### src/rtl/core/ted_pkg.sv
// Shared types, constants and helpers for the triggered exponential decay block.
package ted_pkg;

    // Default channel count
    localparam int CHANNELS_DEFAULT = 8;

    // Field widths
    localparam int OP_W    = 2;
    localparam int CHAN_W  = 3;
    localparam int SAMP_W  = 24;
    localparam int MS_W    = 24;
    localparam int ENV_W   = 32;
    localparam int SR_W    = 8;
    localparam int DIV_W   = 36;
    localparam int DIVR_W  = 32;

    // Opcodes
    localparam logic [OP_W-1:0] OP_SAMPLE = 2'd0;
    localparam logic [OP_W-1:0] OP_BANG   = 2'd1;
    localparam logic [OP_W-1:0] OP_FLOAT  = 2'd2;
    localparam logic [OP_W-1:0] OP_CLEAR  = 2'd3;

    // Configuration register indexes
    localparam logic CFG_NORM_MODE = 1'b0;
    localparam logic CFG_SAMPLE_RATE = 1'b1;

    // Arithmetic constants
    localparam logic [DIV_W-1:0]  LOG2_1000_SHL8 = 36'd42802717696;
    localparam logic [31:0]       LN2_Q32        = 32'd2977044472;
    localparam logic [32:0]       ONE_Q32        = 33'h1_0000_0000;
    localparam logic signed [SAMP_W-1:0] ONE_Q20 = 24'sd1048576;
    localparam logic [7:0]        SR_RESET       = 8'd48;

    // Controller to datapath commands
    typedef struct packed {
        logic load;
        logic prep;
        logic div_start;
        logic div_k;
        logic mul_t;
        logic mul_p;
        logic upd_p;
        logic shift;
        logic mul_y;
        logic finish;
    } ted_cmd_t;

    // Datapath to controller status
    typedef struct packed {
        logic is_sample;
        logic bypass;
        logic div_done;
        logic k_last;
        logic out_free;
    } ted_status_t;

    // Replace a value by its sign as plus or minus one
    function automatic logic signed [SAMP_W-1:0] sign_one(input logic signed [SAMP_W-1:0] v);
        sign_one = v[SAMP_W-1] ? -ONE_Q20 : ONE_Q20;
    endfunction

endpackage

### src/rtl/core/ted_controller.sv
// Controller state machine sequencing one item through the datapath.
module ted_controller (
    input  logic                  aclk,
    input  logic                  aresetn,
    input  logic                  s_valid,
    output logic                  s_ready,
    input  ted_pkg::ted_status_t  status,
    output ted_pkg::ted_cmd_t     cmd
);
    import ted_pkg::*;

    typedef enum logic [3:0] {
        ST_IDLE,
        ST_PREP,
        ST_DIVE_START,
        ST_DIVE_WAIT,
        ST_MUL_T,
        ST_MUL_P,
        ST_DIV_K,
        ST_UPD_P,
        ST_SHIFT,
        ST_MUL_Y,
        ST_FIN
    } state_t;

    state_t state_reg;
    state_t state_next;

    // Pick the next step
    always_comb begin
        state_next = state_reg;
        case (state_reg)
            ST_IDLE:       if (s_valid) state_next = ST_PREP;
            ST_PREP: begin
                if (!status.is_sample) state_next = ST_IDLE;
                else if (status.bypass) state_next = ST_FIN;
                else state_next = ST_DIVE_START;
            end
            ST_DIVE_START: state_next = ST_DIVE_WAIT;
            ST_DIVE_WAIT:  if (status.div_done) state_next = ST_MUL_T;
            ST_MUL_T:      state_next = ST_MUL_P;
            ST_MUL_P:      state_next = ST_DIV_K;
            ST_DIV_K:      state_next = ST_UPD_P;
            ST_UPD_P:      state_next = status.k_last ? ST_SHIFT : ST_MUL_P;
            ST_SHIFT:      state_next = ST_MUL_Y;
            ST_MUL_Y:      state_next = ST_FIN;
            ST_FIN:        if (status.out_free) state_next = ST_IDLE;
            default:       state_next = ST_IDLE;
        endcase
    end

    // Hold state
    always_ff @(posedge aclk) begin
        if (!aresetn) begin
            state_reg <= ST_IDLE;
        end else begin
            state_reg <= state_next;
        end
    end

    // Decode commands from state
    always_comb begin
        s_ready       = state_reg == ST_IDLE;
        cmd.load      = (state_reg == ST_IDLE) && s_valid;
        cmd.prep      = state_reg == ST_PREP;
        cmd.div_start = state_reg == ST_DIVE_START;
        cmd.div_k     = state_reg == ST_DIV_K;
        cmd.mul_t     = state_reg == ST_MUL_T;
        cmd.mul_p     = state_reg == ST_MUL_P;
        cmd.upd_p     = state_reg == ST_UPD_P;
        cmd.shift     = state_reg == ST_SHIFT;
        cmd.mul_y     = state_reg == ST_MUL_Y;
        cmd.finish    = (state_reg == ST_FIN) && status.out_free;
    end

endmodule

### config.mk
export PLATFORM = sky130hd
export DESIGN_NAME = ted_controller
export DESIGN_NICKNAME = d
export VERILOG_FILES = /design/src/rtl/core/ted_pkg.sv /design/src/rtl/core/ted_controller.sv
export SDC_FILE = /design/constraint.sdc
export NUM_CORES = 1
export LEC_CHECK = 0
export ABC_AREA = 1
export BUFFER_PORTS_ARGS = -buffer_cell sky130_fd_sc_hd__buf_2
export CAP_MARGIN = 20
export CORE_UTILIZATION = 30
export CTS_BUF_LIST = sky130_fd_sc_hd__clkbuf_8
export DETAILED_ROUTE_END_ITERATION = 7
export HOLD_SLACK_MARGIN = 0.08
export PLACE_DENSITY = 0.55
export SYNTH_ARGS = -nofsm -noshare
export SYNTH_HDL_FRONTEND = slang
export SYNTH_SLANG_ARGS = --single-unit
### constraint.sdc
create_clock -name aclk -period 1.3 [get_ports aclk]
set_input_delay 0.26 -clock aclk [delete_from_list [all_inputs] [get_ports aclk]]
set_output_delay 0.26 -clock aclk [all_outputs]
set_load 0.1 [all_outputs]
==> run metrics, run 1 <==
Final min period=between 1.5 and 2 ns; I/O pin cnt=19; max_slew headroom=86.6%; total power=~1.1 mW; Worst Skew=~0.0024 ns; Post-DRT Antenna Nets=0; Setup WS post-layout=-0.241 ns; Total Nets Final=approximately 120; RSZ-0062 raised after global routing=yes; pwr dens=about 1100 nW/um2; worst-margin pin slew=between 0.15 and 0.2 ns; Startpoint Class=register; worst skew pair latency=0.22 ns; core area=roughly 1200 um2; vias=642; share of post-route cells with drive strength above 1=67.6%; Netlist cell types=17; flop-to-flop setup slack=-0.06 ns; Synth Cell Area=about 400 um2; final hold viol count=0; die width=38.6 um; Post-route DRC=0; Setup TNS Final=-2.21 ns; Post-Syn Instances=72; post-detail-place hpwl=just over 1000 um; via density per instance=approximately 5; hold buffers post-CTS=0; antenna violations before repair=0; Die Ht=around 39 um; WHS=0.278 ns; num rows=12; Starting Density=about a third; Final period util=119%; n_diodes=0; sequential share of the synthesized area=approximately a fifth; Seq cells post-synth=4; failing checks=negative setup slack; Setup-failing EPs final=13; drt first pass iters=4; hold path endpoint=state_reg[3]$_SDFFE_PN0P_; gpl congestion=slightly below 0.9; Routed WL=~1900 um; VDD IR max=between 0.001 and 0.0015 V; worst hold start=aresetn; largest net degree at the start of global routing=8; Worst R2R End=state_reg[1]$_SDFFE_PN0P_; crit path DAT=between 1 and 1.5 ns; Final Slew Violations=0; Min-Delay Path Depth=3; htree depth=1; root buffer cell=clkbuf_8; Layout area overhead=151%; WL per Instance=15.0 um; grt total ovfl=0; status=complete, but fails checks; Worst Reg-to-Reg Cells=9; Synth Net Count=80; die area=1490 um2; first-pass GRT wire length=about 2300 um; total number of yosys warnings=0; number of max-cap violations=0; clock-pin slew on the worst setup and hold paths=~0.03 ns; max reg flops=4; clock sinks=4; average size of a mapped cell=5.58 um2; kind of critical path=reg -> out; Pleak=0.466 nW; vias in the first global route=approximately 530; CTS tree=built; Reg-to-Reg Start=state_reg[3]$_SDFFE_PN0P_; Hold WC Path Type=in -> reg; Clock Path Buffers=2; worst-path fanout max=5; Worst EP required=between 1 and 1.5 ns; port bufs=18; drt first-iter violations=16; Worst setup EP type=output port; total track usage=between 20% and 30%; total CTS buffers=3; FMAX=649 MHz
cell families (layout without fill, tap and decap cells):
family | count (synthesis) | in the layout | share of synthesized area, %
simple gates | 44 | 44 | 55.1
compound gates | 5 | 5 | 7.16
flops | 4 | 4 | 19.9
buf+inv | 19 | 58 | 17.8
metal layers:
layer	vias to the layer above	global-route usage (%)	wire length (um)
met2	40	42.5	938
met3	12	5.78	149
met4	0	12.1	106
met1	293	26.1	675
met5	-	0	0
li1	297	-	-
synth_stat cells:
master    instances  share of area, %
nand4_1           2               3.1
nor2_2            2               3.1
nor3_2            1               2.5
nor2_4            2               5.6
o21ai_1           1               1.2
nor2_1           11                10
o21ai_0           2               2.5
a21oi_2           1               2.2
a21oi_1           1               1.2
nor3_1            2               2.5
nand2_1          16                15
nand3_1           5               6.2
nand3b_1          1               1.9
inv_1            15                14
dfxtp_1           4                20
inv_2             4               3.7
nand3_2           2               5.0
layout make-up:
cell class / instances / area, um2
fill: 59 / 161
sequential: 4 / 92.6
tap: 14 / 17.5
inverter: 19 / 91.3
clock buffer: 3 / 41.3
multi-input combinational: 49 / 349
timing repair buffer: 36 / 418
power breakdown:
group          leakage [nW]  internal (mW)  switching, mW  total, mW
clock                0.0216          0.198         0.0683      0.266
sequential           0.0353          0.139         0.0275      0.166
combinational         0.409          0.263          0.423      0.686
worst max-delay path by stage:
| stage | start | to | slack [ns] | depth (start not counted) |
|---|---|---|---|---|
| finish | state_reg[3]$_SDFFE_PN0P_ | cmd[6] | -0.24 | 5 |
| global route | state_reg[3]$_SDFFE_PN0P_ | cmd[6] | -0.28 | 5 |
| CTS | state_reg[3]$_SDFFE_PN0P_ | cmd[7] | -0.22 | 6 |
| detailed placement | state_reg[1]$_SDFFE_PN0P_ | cmd[0] | -0.1 | 5 |
| global placement | state_reg[1]$_SDFFE_PN0P_ | cmd[0] | -0.06 | 5 |
| floorplan | state_reg[2]$_SDFFE_PN0P_ | state_reg[1]$_SDFFE_PN0P_ | -0.46 | 7 |
metrics by stage:
stage	instance area [um2]	worst slack, ns	cells	utilization [%]
floorplan	484	-0.463	72	-
global route	1010	-0.283	125	86.2
global placement	845	-0.0631	114	72.1
finish	1010	-0.241	125	86.2
detailed placement	845	-0.0957	114	72.1
CTS	943	-0.223	122	80.6
repair_timing:
item | in CTS | in global routing
gates resized for setup | 7 | 14
buffers inserted | 5 | 3
endpoints found under the setup margin | 13 | 14
pin swaps | 5 | 1
cell usage in the layout, fill, tap and decap left out, drive strengths merged, types with 2 or more instances in the layout:
cell type | synthesis | layout
a21oi | 2 | 2
buf | 0 | 36
clkbuf | 0 | 3
clkinvlp | 0 | 4
dfxtp | 4 | 4
inv | 19 | 15
nand2 | 16 | 16
nand3 | 7 | 7
nand4 | 2 | 2
nor2 | 15 | 15
nor3 | 3 | 3
o21ai | 3 | 3
critical path, cell delays in order (launching register included):
cell	delay, ns
dfxtp_2	0.34
buf_12	0.13
nor2_4	0.17
nand2_1	0.15
clkinvlp_4	0.11
buf_12	0.17
Power figures use the tool's default switching activity.
==> inputs of run 2 (changes only) <==
--- a/config.mk
+++ b/config.mk
@@ -5,14 +5,15 @@
 export SDC_FILE = /design/constraint.sdc
 export NUM_CORES = 1
 export LEC_CHECK = 0
-export ABC_AREA = 1
 export BUFFER_PORTS_ARGS = -buffer_cell sky130_fd_sc_hd__buf_2
 export CAP_MARGIN = 20
-export CORE_UTILIZATION = 30
+export CORE_AREA = 2 2 39 41
 export CTS_BUF_LIST = sky130_fd_sc_hd__clkbuf_8
 export DETAILED_ROUTE_END_ITERATION = 7
+export DIE_AREA = 0 0 41 43
 export HOLD_SLACK_MARGIN = 0.08
-export PLACE_DENSITY = 0.55
+export PLACE_DENSITY = 0.52
+export SETUP_SLACK_MARGIN = 0.2
 export SYNTH_ARGS = -nofsm -noshare
 export SYNTH_HDL_FRONTEND = slang
 export SYNTH_SLANG_ARGS = --single-unit
==> run 2 against run 1 <==
  * The run still ends with negative setup slack left
  * Clock skew up 0.0071 ns
  * Sequential share of layout area down 0.33 points
  * Wire length down 29%
  * Area after synthesis down 11%
  * Count of clock-buffer cells in the layout unchanged
  * Critical path depth down 1
  * Cell count down 19%
  * Global-route usage down 5.3 points
  * Combinational power down 15%
  * Largest power group unchanged
  * Highest routed layer unchanged
==> run metrics, run 2 <==
max_slew headroom=77.9% (-8.7 points); WL per Instance=13.2 um (-12%); clock-pin slew on the worst setup and hold paths=0.04 ns (about the same); Setup TNS Final=-3.60 ns (-1.38 ns); antenna violations before repair=0 (unchanged); failing checks=negative setup slack; VDD IR max=0.000984 V (-4.3%); drt first pass iters=3 (-1); largest net degree at the start of global routing=10 (+2); max reg flops=4 (unchanged); Hold WC Path Type=in -> reg; Startpoint Class=register; most frequent cell after synthesis=nor3_1; Synth area leaders=dfxtp_1 (22%), nor3_1 (9.8%), nor2_1 (6.3%); Layout area overhead=168%; Sequential Power Share=15.4% (+0.5 points); grt total ovfl=0 (unchanged); drt first-iter violations=2 (-14); worst-margin pin slew=0.326 ns (+0.128 ns); Worst Skew=0.00951 ns (+0.00711 ns); pwr dens=1060 nW/um2 (-4.0%); Pleak=0.390 nW (-16%); Yosys top cell area share=22.3% (+2.4 points); FMAX=626 MHz (-3.6%); fin util=69.5% (-17 points); hold buffers post-CTS=0 (unchanged); average size of a mapped cell=7.48 um2 (+34%); root buffer cell=clkbuf_8; Seq cells post-synth=4 (unchanged); most frequent cells after synthesis=nor3_1 (7), nor2_1 (6), dfxtp_1 (4); Synth Net Count=56 (-30%); Worst EP required=1.04 ns (about the same); vias=507 (-21%); commonest non-fill, non-tap cell in the layout=buf_4; Setup WS post-layout=-0.298 ns (-0.0568 ns); kind of critical path=reg -> out; Final Slew Violations=0 (unchanged); Async S/R FF share, synth=0% (unchanged); total power=1.02 mW (-8.5%); I/O pin cnt=19 (unchanged); Final period util=123% (+4.4 points); Post-route DRC=0 (unchanged); CTS tree=built; Synth Cell Area=359 um2 (-11%); Internal Power=591 uW (-1.4%); most frequent cells in the layout=buf_4 (14), buf_12 (11), buf_2 (7), buf_6 (6), nor3_4 (5); dpl cell area=813 um2 (-3.7%); die width=41 um (+6.2%); sequential share of the synthesized area=22.3% (+2.4 points); post-placement worst setup slack=-0.179 ns (-0.0828 ns); total number of yosys warnings=0 (unchanged); total CTS buffers=3 (unchanged); Post-synth EDFFs=0 (unchanged); Setup-failing EPs final=15 (+2); RSZ-0062 raised after global routing=yes; Logic pwr share=57.1% (-4.2 points); non-filler cells, final=101 (-19%); Synth area leader=dfxtp_1; die area=1760 um2 (+18%); htree depth=1 (unchanged); number of max-cap violations=0 (unchanged); Clk pwr share=27.5% (+3.7 points); dpl cells=91 (-20%); WHS=0.299 ns (+0.0213 ns); crit path DAT=1.34 ns (+0.06 ns); Starting Density=25.9% (-8.3 points); worst-path fanout max=9 (+4); Worst Reg-to-Reg Cells=5 (-4); worst skew pair latency=0.23 ns (about the same); port bufs=18 (unchanged); fin area=962 um2 (-4.7%); vias in the first global route=465 (-13%); first-pass GRT wire length=2080 um (-11%); core area=1380 um2 (+18%); share of post-route cells with drive strength above 1=74.1% (+6.6 points); clock sinks=4 (unchanged); Reg area=85.1 um2 (-8.1%); status=complete, but fails checks; gpl congestion=0.877 (+1.3%); Die Ht=43 um (+11%); via density per instance=5.02 (-2.3%); Clock Path Buffers=2 (unchanged); Post-synth top flop=dfxtp_1; Post-DRT Antenna Nets=0 (unchanged); Final min period=1.60 ns (+0.0568 ns); Min-Delay Path Depth=2 (-1); flop-to-flop setup slack=-0.22 ns (-0.16 ns); Post-Syn Instances=48 (-33%); n_diodes=0 (unchanged); Filler Cell Count=109 (+85%); Netlist cell types=26 (+9); final hold viol count=0 (unchanged); Routed WL=1330 um (-29%); area of the multi-input gates=380 um2 (+9.0%); total track usage=18.8% (-5.3 points); post-detail-place hpwl=927 um (-9.9%); num rows=14 (+2); Sw Share=42.2% (-4.2 points); P_sw=432 uW (-17%); Worst setup EP type=output port; Total Nets Final=95 (-21%)
==> run 2: cell count changes after synthesis, moves of 3 or more <==
| cell | previous run | this run |
|---|---|---|
| inv_1 | 15 | 2 |
| nand2_1 | 16 | 3 |
| nand3_1 | 5 | 0 |
| nor2_1 | 11 | 6 |
| nor3_1 | 2 | 7 |
| inv_2 | 4 | 0 |
| nand2b_1 | 0 | 3 |
==> run 2: final cells by class <==
cell class	count	area share (%)
Timing Repair Buffer	38	44.5
Clock buffer	3	4.29
Tap cell	16	2.08
Sequential cell	4	8.84
Multi-Input combinational cell	38	39.5
Inverter	2	0.780
==> run 2: logic make-up (layout without fill, tap and decap cells) <==
group,Yosys count,count (layout),share of synthesized area (%)
buf+inv,6,43,9.06
compound gates,11,11,25.4
flops,4,4,22.3
simple gates,27,27,43.2
==> run 2: worst paths after layout <==
| kind | startpoint | end |
|---|---|---|
| min reg2reg | state_reg[0]$_SDFFE_PN0P_ | state_reg[0]$_SDFFE_PN0P_ |
| max reg2reg | state_reg[0]$_SDFFE_PN0P_ | state_reg[0]$_SDFFE_PN0P_ |
| min | aresetn | state_reg[1]$_SDFFE_PN0P_ |
| max | state_reg[3]$_SDFFE_PN0P_ | cmd[0] |
==> run 2: power by group through the flow <==
stage                     Sequential, mW  Clock, mW  Combinational [mW]
after floorplan                    0.143          0               0.347
after global placement             0.153          0               0.514
after detailed placement           0.153          0               0.516
after CTS                          0.157      0.282               0.582
after global routing               0.160      0.296               0.611
final                              0.158      0.281               0.585
==> run 2: worst max-delay path, stage by stage, from the launching register on <==
cell and delay [ns]:
dfxtp_2 0.35, buf_4 0.21, nand2b_4 0.12, nor3_4 0.23, buf_12 0.20
==> run 2: what timing repair did <==
item | CTS | global route
setup buffers | 6 | 1
cloned | 0 | 0
pin swaps | 5 | 2
setup endpoints to repair | 15 | 15
gates resized for setup | 12 | 2
==> run 2: routing by layer <==
layer  share of wire [%]  track usage, %
met5                   0               0
met4                 4.0            16.0
met3                 4.2            3.14
met2                  51            26.6
met1                  41            23.2
